## config.mk

```make
export PLATFORM = sky130hd
export DESIGN_NAME = delimited_frame_receiver_addr_filter_top
export DESIGN_NICKNAME = d
export VERILOG_FILES = /design/src/hw/rtl/dfr_pkg.sv /design/src/hw/rtl/dfr_in_stage.sv /design/src/hw/rtl/dfr_frame_core.sv /design/src/hw/rtl/dfr_out_stage.sv /design/src/hw/rtl/delimited_frame_receiver_addr_filter_top.sv
export SDC_FILE = /design/constraint.sdc
export NUM_CORES = 1
export LEC_CHECK = 0
export ABC_AREA = 1
export BUFFER_PORTS_ARGS = -buffer_cell sky130_fd_sc_hd__buf_2
export CELL_PAD_IN_SITES_DETAIL_PLACEMENT = 0
export CELL_PAD_IN_SITES_GLOBAL_PLACEMENT = 1
export CORE_UTILIZATION = 44
export DETAILED_ROUTE_END_ITERATION = 7
export PLACE_DENSITY = 0.79
export SYNTH_ARGS = -nofsm -noshare
export SYNTH_HDL_FRONTEND = slang
export SYNTH_SLANG_ARGS = --single-unit
```

## constraint.sdc

```tcl
create_clock -name i_clk -period 2.8 [get_ports i_clk]
set_clock_uncertainty 0.05 [all_clocks]
set_input_delay 0.28 -clock i_clk [delete_from_list [all_inputs] [get_ports i_clk]]
set_output_delay 0.28 -clock i_clk [all_outputs]
set_load 0.02 [all_outputs]
```

## src/hw/rtl/dfr_pkg.sv

```systemverilog
package dfr_pkg;

    // Default frame buffer depth in bytes
    localparam int BUF_DEPTH_DEF = 64;

    // Delimiter characters
    localparam logic [7:0] FRAME_START = 8'h26;  // '&'
    localparam logic [7:0] FRAME_END   = 8'h2A;  // '*'

    // Number of stored frame fields (positions 1 to 5)
    localparam int FIELD_COUNT = 5;

    // Own address after reset
    localparam logic [7:0] OWN_ADDR_RST = 8'h01;

    typedef logic [7:0] t_byte;

    // One decoded frame as delivered at the output
    typedef struct packed {
        t_byte source;
        t_byte destination;
        t_byte command;
        t_byte relay;
        t_byte payload;
        logic  addressed_to_me;
    } t_frame;

endpackage

```

## src/hw/rtl/dfr_in_stage.sv

```systemverilog
module dfr_in_stage (
    input  logic          i_clk,
    input  logic          i_rst_n,
    input  logic          i_valid,
    output logic          o_ready,
    input  dfr_pkg::t_byte i_byte,
    input  logic          i_take,
    output logic          o_stage_valid,
    output dfr_pkg::t_byte o_stage_byte
);
    import dfr_pkg::*;

    logic  r_valid;
    t_byte r_byte;

    // Accept a new beat whenever the register is empty or drains this cycle
    assign o_ready = !r_valid || i_take;

    // Valid flag
    always_ff @(posedge i_clk) begin
        if (!i_rst_n) begin
            r_valid <= 1'b0;
        end else if (i_valid && o_ready) begin
            r_valid <= 1'b1;
        end else if (i_take) begin
            r_valid <= 1'b0;
        end
    end

    // Capture the byte
    always_ff @(posedge i_clk) begin
        if (i_valid && o_ready) begin
            r_byte <= i_byte;
        end
    end

    assign o_stage_valid = r_valid;
    assign o_stage_byte  = r_byte;

`ifndef SYNTHESIS
    // A held byte that is not consumed stays in place
    a_hold_stage: assert property (@(posedge i_clk) disable iff (!i_rst_n)
        r_valid && !i_take |=> r_valid && $stable(r_byte))
        else $error("input stage lost or changed a pending byte");
`endif

endmodule

```

## src/hw/rtl/dfr_frame_core.sv

```systemverilog
module dfr_frame_core #(
    parameter int BUF_DEPTH = dfr_pkg::BUF_DEPTH_DEF
) (
    input  logic           i_clk,
    input  logic           i_rst_n,
    input  logic           i_cfg_we,
    input  dfr_pkg::t_byte i_cfg_wdata,
    input  logic           i_stage_valid,
    input  dfr_pkg::t_byte i_stage_byte,
    input  logic           i_out_ready,
    output logic           o_take,
    output logic           o_res_valid,
    output dfr_pkg::t_frame o_res_frame
);
    import dfr_pkg::*;

    localparam int PosW = $clog2(BUF_DEPTH + 1);

    logic [PosW-1:0] r_pos;
    logic [PosW-1:0] n_pos;
    t_byte           r_field [FIELD_COUNT];
    t_byte           n_field [FIELD_COUNT];
    t_byte           r_own_addr;
    logic            is_start;
    logic            is_end;
    logic            room;

    assign is_start = (i_stage_byte == FRAME_START);
    assign is_end   = (i_stage_byte == FRAME_END);
    assign room     = (r_pos < PosW'(BUF_DEPTH));

    // Consume a byte unless it closes a frame and the result slot is busy
    assign o_take      = i_stage_valid && (!is_end || i_out_ready);
    assign o_res_valid = o_take && is_end;

    // Store the byte at its field position while the buffer has room
    always_comb begin
        for (int k = 0; k < FIELD_COUNT; k++) begin
            n_field[k] = r_field[k];
            if (room && (r_pos == PosW'(k + 1))) begin
                n_field[k] = i_stage_byte;
            end
        end
    end

    // Advance, saturate, restart or close the position counter
    always_comb begin
        n_pos = r_pos;
        if (room) begin
            n_pos = r_pos + PosW'(1);
        end
        if (is_start) begin
            n_pos = PosW'(1);
        end
        if (is_end) begin
            n_pos = '0;
        end
    end

    // Result from the updated field store
    assign o_res_frame.source          = n_field[0];
    assign o_res_frame.destination     = n_field[1];
    assign o_res_frame.command         = n_field[2];
    assign o_res_frame.relay           = n_field[3];
    assign o_res_frame.payload         = n_field[4];
    assign o_res_frame.addressed_to_me = (n_field[1] == r_own_addr);

    // Frame state
    always_ff @(posedge i_clk) begin
        if (!i_rst_n) begin
            r_pos <= '0;
            for (int k = 0; k < FIELD_COUNT; k++) begin
                r_field[k] <= '0;
            end
        end else if (o_take) begin
            r_pos <= n_pos;
            for (int k = 0; k < FIELD_COUNT; k++) begin
                r_field[k] <= n_field[k];
            end
        end
    end

    // Own address register
    always_ff @(posedge i_clk) begin
        if (!i_rst_n) begin
            r_own_addr <= OWN_ADDR_RST;
        end else if (i_cfg_we) begin
            r_own_addr <= i_cfg_wdata;
        end
    end

`ifndef SYNTHESIS
    a_pos_bound: assert property (@(posedge i_clk) disable iff (!i_rst_n)
        r_pos <= PosW'(BUF_DEPTH))
        else $error("frame position ran past buffer depth");

    a_end_clears: assert property (@(posedge i_clk) disable iff (!i_rst_n)
        o_take && is_end |=> r_pos == '0)
        else $error("end delimiter did not clear frame position");

    a_start_restarts: assert property (@(posedge i_clk) disable iff (!i_rst_n)
        o_take && is_start |=> r_pos == PosW'(1))
        else $error("start delimiter did not restart frame position");
`endif

endmodule

```

## src/hw/rtl/dfr_out_stage.sv

```systemverilog
module dfr_out_stage (
    input  logic            i_clk,
    input  logic            i_rst_n,
    input  logic            i_res_valid,
    input  dfr_pkg::t_frame i_res_frame,
    output logic            o_res_ready,
    output logic            o_valid,
    input  logic            i_ready,
    output dfr_pkg::t_frame o_frame
);
    import dfr_pkg::*;

    logic   r_valid;
    t_frame r_frame;

    // Take a new result when empty or when the held one leaves this cycle
    assign o_res_ready = !r_valid || i_ready;

    always_ff @(posedge i_clk) begin
        if (!i_rst_n) begin
            r_valid <= 1'b0;
        end else if (i_res_valid) begin
            r_valid <= 1'b1;
        end else if (i_ready) begin
            r_valid <= 1'b0;
        end
    end

    // Load result payload
    always_ff @(posedge i_clk) begin
        if (i_res_valid) begin
            r_frame <= i_res_frame;
        end
    end

    assign o_valid = r_valid;
    assign o_frame = r_frame;

`ifndef SYNTHESIS
    a_no_overwrite: assert property (@(posedge i_clk) disable iff (!i_rst_n)
        i_res_valid |-> o_res_ready)
        else $error("result written over a beat not yet taken");
`endif

endmodule

```

## src/hw/rtl/delimited_frame_receiver_addr_filter_top.sv

```systemverilog
// Frame receiver with address filter. Each input beat is one byte from the
// serial line; '&' restarts a frame and '*' closes it, and only a closing
// '*' produces an output beat carrying the bytes seen at frame positions 1
// to 5 plus a flag that is high when the destination byte equals the own
// address register (reset value 1, written through i_cfg_we / i_cfg_wdata;
// the user must write it only while the block is idle, which the block does
// not enforce). Bytes past BUF_DEPTH in a frame are dropped, but delimiters
// still act. Throughput is one byte per clock; a closing byte waits in the
// input register while the result register holds an untaken beat. A byte
// is held in the input register, its result in the result register, and
// i_ready reaches o_ready combinationally through both stages.
module delimited_frame_receiver_addr_filter_top #(
    parameter int BUF_DEPTH = dfr_pkg::BUF_DEPTH_DEF
) (
    input  logic           i_clk,
    input  logic           i_rst_n,
    input  logic           i_cfg_we,
    input  dfr_pkg::t_byte i_cfg_wdata,
    input  logic           i_valid,
    output logic           o_ready,
    input  dfr_pkg::t_byte i_rx_byte,
    output logic           o_valid,
    input  logic           i_ready,
    output dfr_pkg::t_byte o_frame_source,
    output dfr_pkg::t_byte o_frame_destination,
    output dfr_pkg::t_byte o_frame_command,
    output dfr_pkg::t_byte o_frame_relay,
    output dfr_pkg::t_byte o_frame_payload,
    output logic           o_addressed_to_me
);
    import dfr_pkg::*;

    logic   stage_valid;
    t_byte  stage_byte;
    logic   take;
    logic   res_valid;
    logic   res_ready;
    t_frame res_frame;
    t_frame out_frame;

    dfr_in_stage u_in_stage (
        .i_clk         (i_clk),
        .i_rst_n       (i_rst_n),
        .i_valid       (i_valid),
        .o_ready       (o_ready),
        .i_byte        (i_rx_byte),
        .i_take        (take),
        .o_stage_valid (stage_valid),
        .o_stage_byte  (stage_byte)
    );

    dfr_frame_core #(
        .BUF_DEPTH (BUF_DEPTH)
    ) u_frame_core (
        .i_clk         (i_clk),
        .i_rst_n       (i_rst_n),
        .i_cfg_we      (i_cfg_we),
        .i_cfg_wdata   (i_cfg_wdata),
        .i_stage_valid (stage_valid),
        .i_stage_byte  (stage_byte),
        .i_out_ready   (res_ready),
        .o_take        (take),
        .o_res_valid   (res_valid),
        .o_res_frame   (res_frame)
    );

    dfr_out_stage u_out_stage (
        .i_clk       (i_clk),
        .i_rst_n     (i_rst_n),
        .i_res_valid (res_valid),
        .i_res_frame (res_frame),
        .o_res_ready (res_ready),
        .o_valid     (o_valid),
        .i_ready     (i_ready),
        .o_frame     (out_frame)
    );

    assign o_frame_source      = out_frame.source;
    assign o_frame_destination = out_frame.destination;
    assign o_frame_command     = out_frame.command;
    assign o_frame_relay       = out_frame.relay;
    assign o_frame_payload     = out_frame.payload;
    assign o_addressed_to_me   = out_frame.addressed_to_me;

endmodule
```

==> metrics, run 1 <==
outcome complete, no violations; Clock Path Buffers 2; TritonCTS clock tree yes; post-route minimum period 2180 ps; Worst Path Max Fanout 7; global-route wire length before repair 15400 microns; die width 105 microns; area delta synth->final 15.0%; Mean Syn Cell Area 9.41 sq um; postcts setup bufs 0; unrepaired setup endpoints after global routing no; vias 3257; CP Data Required Time 2470 ps; multi-input logic area 1200 sq um; Final ANT Viol Nets 0; leakage 2.63 nW; Register Area 3010 sq um; setup TNS 0 ps; Inserted Diodes 0; Yosys cell types 17; Num CTS Buffers 9; vias in the first global route 3076; Post-Syn Area 4690 sq um; Post-CTS Hold Buffers 0; final setup violation count 0; Finished Cell Area 5400 sq um; Core Area 10300 sq um; Cells after Synth 499; largest cells by area after synthesis edfxtp_1 57%, inv_1 8.9%, nand2_1 8.4%, dfxtp_1 7.3%, nor2_1 5.0%; crit path launch type register; endpoint kind of the worst setup timing path output pin; gp weighted congestion 0.763; origin of the critical flop-to-flop path u_in_stage.o_stage_byte[1]; Starting Density 45.5%; Data arrival, critical path 1850 ps; Worst R2R End u_frame_core.r_field[0][26]; I/O pin total 64; f_max 459 MHz; DRT iter0 DRCs 158; Worst R2R Setup Slack 690 ps; R2R depth 8; Post-Place Cell Area 5210 sq um; PortBufs 63; Seq cells post-synth 106; Die Ht 105 microns; Via-to-Cell Ratio 4.57; Yosys top cell area share 56.9%; fin crit share 77.8%; Pwr per Cell Area 549 nW/um^2; non-filler cells in the finished layout 713; DRT Pass-1 Iters 4; # DRC 0; Synth Warn # 0; clk_lat worst skew 370 ps; largest net degree at the start of global routing 41; Slew headroom 63.4%; worst slew pin tran 547 ps; Peak VDD IR 0.000292 V; Critical path destination o_ready; fillers 983; DR WL/cell 13.1 microns; grt ovf 0; crit path from u_in_stage.o_stage_byte[1]; placed wire-length estimate 6520 microns; H-tree levels 3; pre-CTS setup slack 697 ps; antenna violations before repair 0; Die ar. 11100 sq um; max-cap viol count 0; layout cells sized above 1 16.5%; Final nets 597; CTS root buf clkbuf_8; sequential share of the synthesized area 64.2%; post-route setup slack 622 ps; largest area contributor in the netlist edfxtp_1; Cells after DPL 697; Hold WC Path Type in -> reg; critical path type reg -> out; clk slew on worst S/H paths 100 ps; All-Layer GR Usage 18.2%; Max Slew Vio Count 0; Total Wirelength 9340 microns; clock sink count 106; post-synth net total 524; Post-CTS Resized 0; row cnt 37; Hold Violations, Final 0
[cell type report]
| cell class | count | share of cell area [%] |
|---|---|---|
| Clock buffer | 9 | 2.30 |
| Clock inverter | 7 | 1.16 |
| Inverter | 112 | 7.79 |
| Multi-Input combinational cell | 268 | 22.2 |
| Sequential cell | 106 | 55.8 |
| Tap cell | 136 | 3.15 |
| Timing Repair Buffer | 75 | 7.51 |
[cells by family after synthesis]
kind of cell,synth area share (%)
simple gates,18.6
buf+inv,10.2
flops,64.2
compound gates,5.95
fa+ha+maj,1.07
[synth_stat cells, drive strengths merged]
cell	instances
or2	1
nor2	63
o21ai	43
nand3b	7
dfxtp	17
buf	9
clkbuf	4
a21oi	12
nand3	28
ha	4
nand2	105
edfxtp	89
nand4	4
nor3	1
inv	112
[cell usage in the layout (no fill, tap or decap)]
| cell type | n |
|---|---|
| inv_1 | 111 |
| nand2_1 | 105 |
| edfxtp_1 | 89 |
| nor2_1 | 63 |
| buf_2 | 63 |
| o21ai_0 | 42 |
| nand3_1 | 28 |
| dfxtp_1 | 17 |
| a21oi_1 | 12 |
| buf_4 | 12 |
| clkbuf_8 | 9 |
| nand3b_1 | 7 |
| nand4_1 | 4 |
| ha_1 | 4 |
| clkinvlp_4 | 3 |
| inv_8 | 2 |
| clkinv_4 | 2 |
| o21ai_2 | 1 |
| nor3_4 | 1 |
| inv_2 | 1 |
| or2_2 | 1 |
[critical path: stages, from the launching register on]
cell	delay, ps
edfxtp_1	590
nand2_1	130
nor2_1	110
nand2_1	150
inv_1	180
nand4_1	130
buf_2	180
[per-stage QoR]
step | hold slack, ps | power, mW | utilization [%]
after detailed placement | 409 | 2.10 | 50.5
after CTS | 12.8 | 2.99 | 52.3
final | 28.2 | 2.96 | 52.3
after global routing | 12.1 | 3.10 | 52.3
after global placement | 410 | 2.10 | 50.5
after floorplan | 329 | 2.02 | -
[state kept, by name (all words and copies together) (netlist names)]
name,flops
u_frame_core.r_pos,7
u_out_stage.o_frame,41
u_out_stage.o_valid,1
u_frame_core.r_field,40
u_frame_core.r_own_addr,8
u_in_stage.o_stage_byte,8
u_in_stage.o_stage_valid,1
[per-layer routing]
layer	track usage, %	share of wire [%]
met5	0	0
met4	6.04	1.6
met3	2.78	4.9
met2	29.6	47
met1	25.0	47
[power by group]
group	switching, mW	leakage, nW	internal (mW)
clock	0.556	0.0855	0.339
sequential	0.0317	1.01	1.77
combinational	0.175	1.53	0.0878
total	0.763	2.63	2.20
[how the worst min path moves through the flow]
stage	cells past startpoint	from	endpoint	slack, ps
after detailed placement	1	i_rx_byte[5]	u_in_stage.o_stage_byte[5]	410
after global routing	1	i_rx_byte[5]	u_in_stage.o_stage_byte[5]	10
after CTS	1	i_rx_byte[5]	u_in_stage.o_stage_byte[5]	10
after global placement	1	i_rx_byte[3]	u_in_stage.o_stage_byte[3]	410
after floorplan	0	i_rx_byte[0]	u_in_stage.o_stage_byte[0]	330
final	1	i_rx_byte[5]	u_in_stage.o_stage_byte[5]	30
Note: power is estimated with default switching activity, not from simulation.
==> run 2, diff against run 1 <==
==> constraint.sdc (replaced) <==
create_clock -name i_clk -period 2.11 [get_ports i_clk]
set_clock_uncertainty 0.05 [all_clocks]
set_input_delay 0.211 -clock i_clk [delete_from_list [all_inputs] [get_ports i_clk]]
set_output_delay 0.211 -clock i_clk [all_outputs]
set_load 0.02 [all_outputs]
==> metrics, run 2 (synthesis results as in run 1) <==
Total Wirelength 9330 microns; multi-input logic area 1220 sq um; clk slew on worst S/H paths 100 ps; worst hold slack 12.0 ps; Finished Cell Area 5650 sq um; CTS root buf clkbuf_8; clock sink count 106; Inserted Diodes 0; Hold Violations, Final 0; Die Ht 105 microns; endpoint kind of the worst setup timing path output pin; WHS Endpoint u_frame_core.r_own_addr[3]; Cells after DPL 706; final setup violation count 0; row cnt 37; leakage 2.73 nW; fillers 949; Pwr per Cell Area 686 nW/um^2; Worst Path Max Fanout 4; PortBufs 63; clk_lat worst skew 370 ps; Slew headroom 45.8%; DR WL/cell 12.7 microns; die width 105 microns; Core Area 10300 sq um; antenna violations before repair 0; critical path type reg -> out; Worst R2R Setup Slack 150 ps; post-route setup slack 83.3 ps; Register Area 3010 sq um; area delta synth->final 20.3%; Clock Path Buffers 2; post-route minimum period 2030 ps; DRT iter0 DRCs 176; DRT Pass-1 Iters 4; non-filler cells in the finished layout 737; fin crit share 96.1%; # DRC 0; R2R depth 10; power consumption 3.87 mW; origin of the critical flop-to-flop path u_in_stage.o_stage_byte[2]; min-delay src i_cfg_wdata[3]; outcome complete, no violations; Peak VDD IR 0.000278 V; f_max 493 MHz; Final ANT Viol Nets 0; H-tree levels 3; worst slew pin tran 813 ps; Worst Hold Depth 3; setup TNS 0 ps; Die ar. 11100 sq um; final design utilization 54.7%; gp weighted congestion 0.859; max reg flops 41; max-cap viol count 0; TritonCTS clock tree yes; Max Slew Vio Count 0; CP Data Required Time 1850 ps; layout cells sized above 1 19.3%; Via-to-Cell Ratio 4.60; most common cell after layout, fill and taps aside inv_1; All-Layer GR Usage 17.9%; vias 3392; placed wire-length estimate 6440 microns; Worst R2R End u_out_stage.o_frame[33]; pre-CTS setup slack 86.2 ps; grt ovf 0; Starting Density 45.5%; I/O pin total 64; Data arrival, critical path 1770 ps; Num CTS Buffers 9; commonest non-fill, non-tap cells in the layout 104 x inv_1, 102 x nand2_1, 89 x edfxtp_1, 62 x nor2_1, 62 x buf_2; largest net degree at the start of global routing 42; vias in the first global route 3045; Hold WC Path Type in -> reg; Final nets 621; global-route wire length before repair 15100 microns; crit path launch type register; Post-Place Cell Area 5320 sq um
[run 2: area by class of cell]
cell class                      instances  area share (%)
Clock inverter                          5           0.554
Timing Repair Buffer                   99            11.7
Clock buffer                           11            2.33
Multi-Input combinational cell        268            21.6
Inverter                              112            7.51
Sequential cell                       106            53.3
Tap cell                              136            3.01
[run 2: worst max path at each step]
| stage | startpoint | endpoint | slack [ps] | depth (start not counted) |
|---|---|---|---|---|
| floorplan | u_in_stage.o_stage_byte[6] | u_out_stage.o_frame[0] | -70 | 8 |
| global placement | u_in_stage.o_stage_byte[4] | u_frame_core.r_field[0][13] | 100 | 9 |
| detailed placement | u_in_stage.o_stage_byte[7] | u_frame_core.r_field[0][22] | 90 | 9 |
| CTS | u_in_stage.o_stage_byte[4] | o_ready | 7 | 9 |
| global route | u_in_stage.o_stage_byte[2] | o_ready | -10 | 9 |
| finish | u_in_stage.o_stage_byte[2] | o_ready | 80 | 9 |
[run 2: where the power goes]
group,switching (mW),total [mW],internal [mW]
sequential,0.0320,2.38,2.35
combinational,0.250,0.398,0.148
clock,0.664,1.09,0.427
[run 2: repair_timing]
action / 4_1_cts / 5_1_grt
setup endpoints to repair: 1 / 19
hold buffers: 11 / 0
pin swaps: 0 / 2
gates resized for setup: 0 / 11
endpoints found under the hold margin: 11 / 0
setup buffers: 2 / 2
[run 2: critical path, cell delays in order, from the launching register on]
cell	delay, ps
edfxtp_1	450
inv_2	100
nand2_1	50
nor2_1	130
nand2_2	80
buf_4	150
inv_2	70
buf_6	110
nand4_1	90
buf_4	180
[run 2: metal layers]
layer / share of wire [%] / GRT usage, % / vias up
met2: 47 / 28.2 / 73
met5: 0 / 0 / -
li1: - / - / 1777
met3: 4.1 / 2.66 / 11
met1: 47 / 24.8 / 1531
met4: 1.8 / 7.85 / 0
==> run 3, diff against run 2 <==
--- a/config.mk
+++ b/config.mk
@@ -11,7 +11,9 @@
 export CELL_PAD_IN_SITES_GLOBAL_PLACEMENT = 1
 export CORE_UTILIZATION = 44
 export DETAILED_ROUTE_END_ITERATION = 7
+export HOLD_SLACK_MARGIN = 0.1
 export PLACE_DENSITY = 0.79
+export SKIP_CTS_REPAIR_TIMING = 1
 export SYNTH_ARGS = -nofsm -noshare
 export SYNTH_HDL_FRONTEND = slang
 export SYNTH_SLANG_ARGS = --single-unit
==> metrics, run 3 (synthesis results as in run 1) <==
post-route minimum period 2020 ps; Pwr per Cell Area 680 nW/um^2; H-tree levels 3; layout cells sized above 1 19.2%; vias in the first global route 2989; Die ar. 11100 sq um; leakage 2.75 nW; TritonCTS clock tree yes; Data arrival, critical path 1760 ps; most common cell after layout, fill and taps aside inv_1; Slew headroom 45.5%; Post-Place Cell Area 5320 sq um; Hold WC Path Type in -> reg; fillers 943; clock sink count 106; Via-to-Cell Ratio 4.55; clk_lat worst skew 370 ps; Inserted Diodes 0; Total Wirelength 9340 microns; register share of total power 61.5%; final setup violation count 0; Switching Share 24.4%; Starting Density 45.5%; area delta synth->final 21.4%; DR WL/cell 12.6 microns; Worst Hold Depth 3; Clock power frac 28.1%; outcome complete, no violations; max-cap viol count 0; placed wire-length estimate 6440 microns; worst hold slack 70.4 ps; Final ANT Viol Nets 0; Max Slew Vio Count 0; Clock Path Buffers 2; global-route wire length before repair 14900 microns; DRT iter0 DRCs 164; Num CTS Buffers 9; Slowest cell on crit path edfxtp_1; endpoint kind of the worst setup timing path output pin; I/O pin total 64; Crit. path cell count 9; Top delay family on crit path buffers and inverters; fin crit share 95.8%; critical path type reg -> out; commonest non-fill, non-tap cells in the layout 106 x inv_1, 101 x nand2_1, 89 x edfxtp_1, 62 x nor2_1, 62 x buf_2; Peak VDD IR 0.000278 V; Int Pwr 2.93 mW; grt ovf 0; Final nets 625; Comb pwr share 10.4%; Worst Path Max Fanout 4; Finished Cell Area 5700 sq um; DRT Pass-1 Iters 5; worst slew pin tran 818 ps; P_sw 0.944 mW; R2R depth 10; PortBufs 63; final design utilization 55.2%; origin of the critical flop-to-flop path u_in_stage.o_stage_byte[2]; Worst R2R Setup Slack 130 ps; WHS Endpoint u_frame_core.r_own_addr[5]; # DRC 0; CP max stage delay 450 ps; vias 3375; WP buf/inv 5; row cnt 37; antenna violations before repair 0; Core Area 10300 sq um; post-route setup slack 88.7 ps; largest net degree at the start of global routing 42; die width 105 microns; CP Data Required Time 1850 ps; gp weighted congestion 0.859; min-delay src i_cfg_wdata[5]; f_max 495 MHz; CTS root buf clkbuf_8; CP cell instances inv_2 -> nand2_1 -> nor2_1 -> nand2_2 -> buf_6 -> inv_2 -> buf_6 -> nand4_1 -> buf_4; pre-CTS setup slack 86.2 ps; crit path launch type register; clk slew on worst S/H paths 90 ps; All-Layer GR Usage 17.8%; Hold Violations, Final 0; Die Ht 105 microns; max reg flops 41; Worst R2R End u_out_stage.o_frame[34]
## run 3: changes by cell type in the layout (fill, tap and decap cells not counted)
cell	previous run	this run
buf_6	2	3
dlygate4sd3_1	11	14
inv_1	104	106
inv_2	7	5
nand2_1	102	101
nand2_2	3	4
nor2_2	1	0
nor2_4	0	1
## run 3: how the worst max path moves through the flow
stage | startpoint | endpoint
2_1_floorplan | u_in_stage.o_stage_byte[6] | u_out_stage.o_frame[0]
3_3_place_gp | u_in_stage.o_stage_byte[4] | u_frame_core.r_field[0][13]
3_5_place_dp | u_in_stage.o_stage_byte[7] | u_frame_core.r_field[0][22]
4_1_cts | u_in_stage.o_stage_byte[7] | o_ready
5_1_grt | u_in_stage.o_stage_byte[2] | o_ready
6_report | u_in_stage.o_stage_byte[2] | o_ready
## run 3: final cells by class
type	count	area [sq um]	share of cell area [%]
well taps	136	170	2.99
multi-input cells	268	1220	21.5
clock inverters	5	31.3	0.549
flip-flops and latches	106	3010	52.9
inverters	112	424	7.45
clock buffers	11	131	2.31
repair buffers	103	702	12.3
## run 3: tightest hold or removal path: stages
cell     delay [ps]
buf_2            70
o21ai_0          70
a21oi_1         100
## run 3: power by group through the flow
stage          registers [mW]  clock network (mW)  logic, mW
2_1_floorplan            2.43                   0      0.247
3_3_place_gp             2.43                   0      0.369
3_5_place_dp             2.43                   0      0.374
4_1_cts                  2.39                1.12      0.376
5_1_grt                  2.39                1.20      0.463
6_report                 2.38                1.09      0.404
## run 3: layer usage
metal  GRT usage [%]  vias to the layer above  routed length, microns
li1                -                     1785                       -
met1            24.5                     1493                    4400
met2            27.8                       86                    4350
met3            2.91                       11                     422
met4            7.85                        0                     170
met5               0                        -                       0
## run 3: stage by stage
stage | setup TNS, ps | power [mW] | std cells
global placement | 0 | 2.80 | 706
finish | 0 | 3.88 | 741
detailed placement | 0 | 2.81 | 706
global route | -6.94 | 4.05 | 741
floorplan | -2720 | 2.68 | 499
CTS | -118 | 3.88 | 722
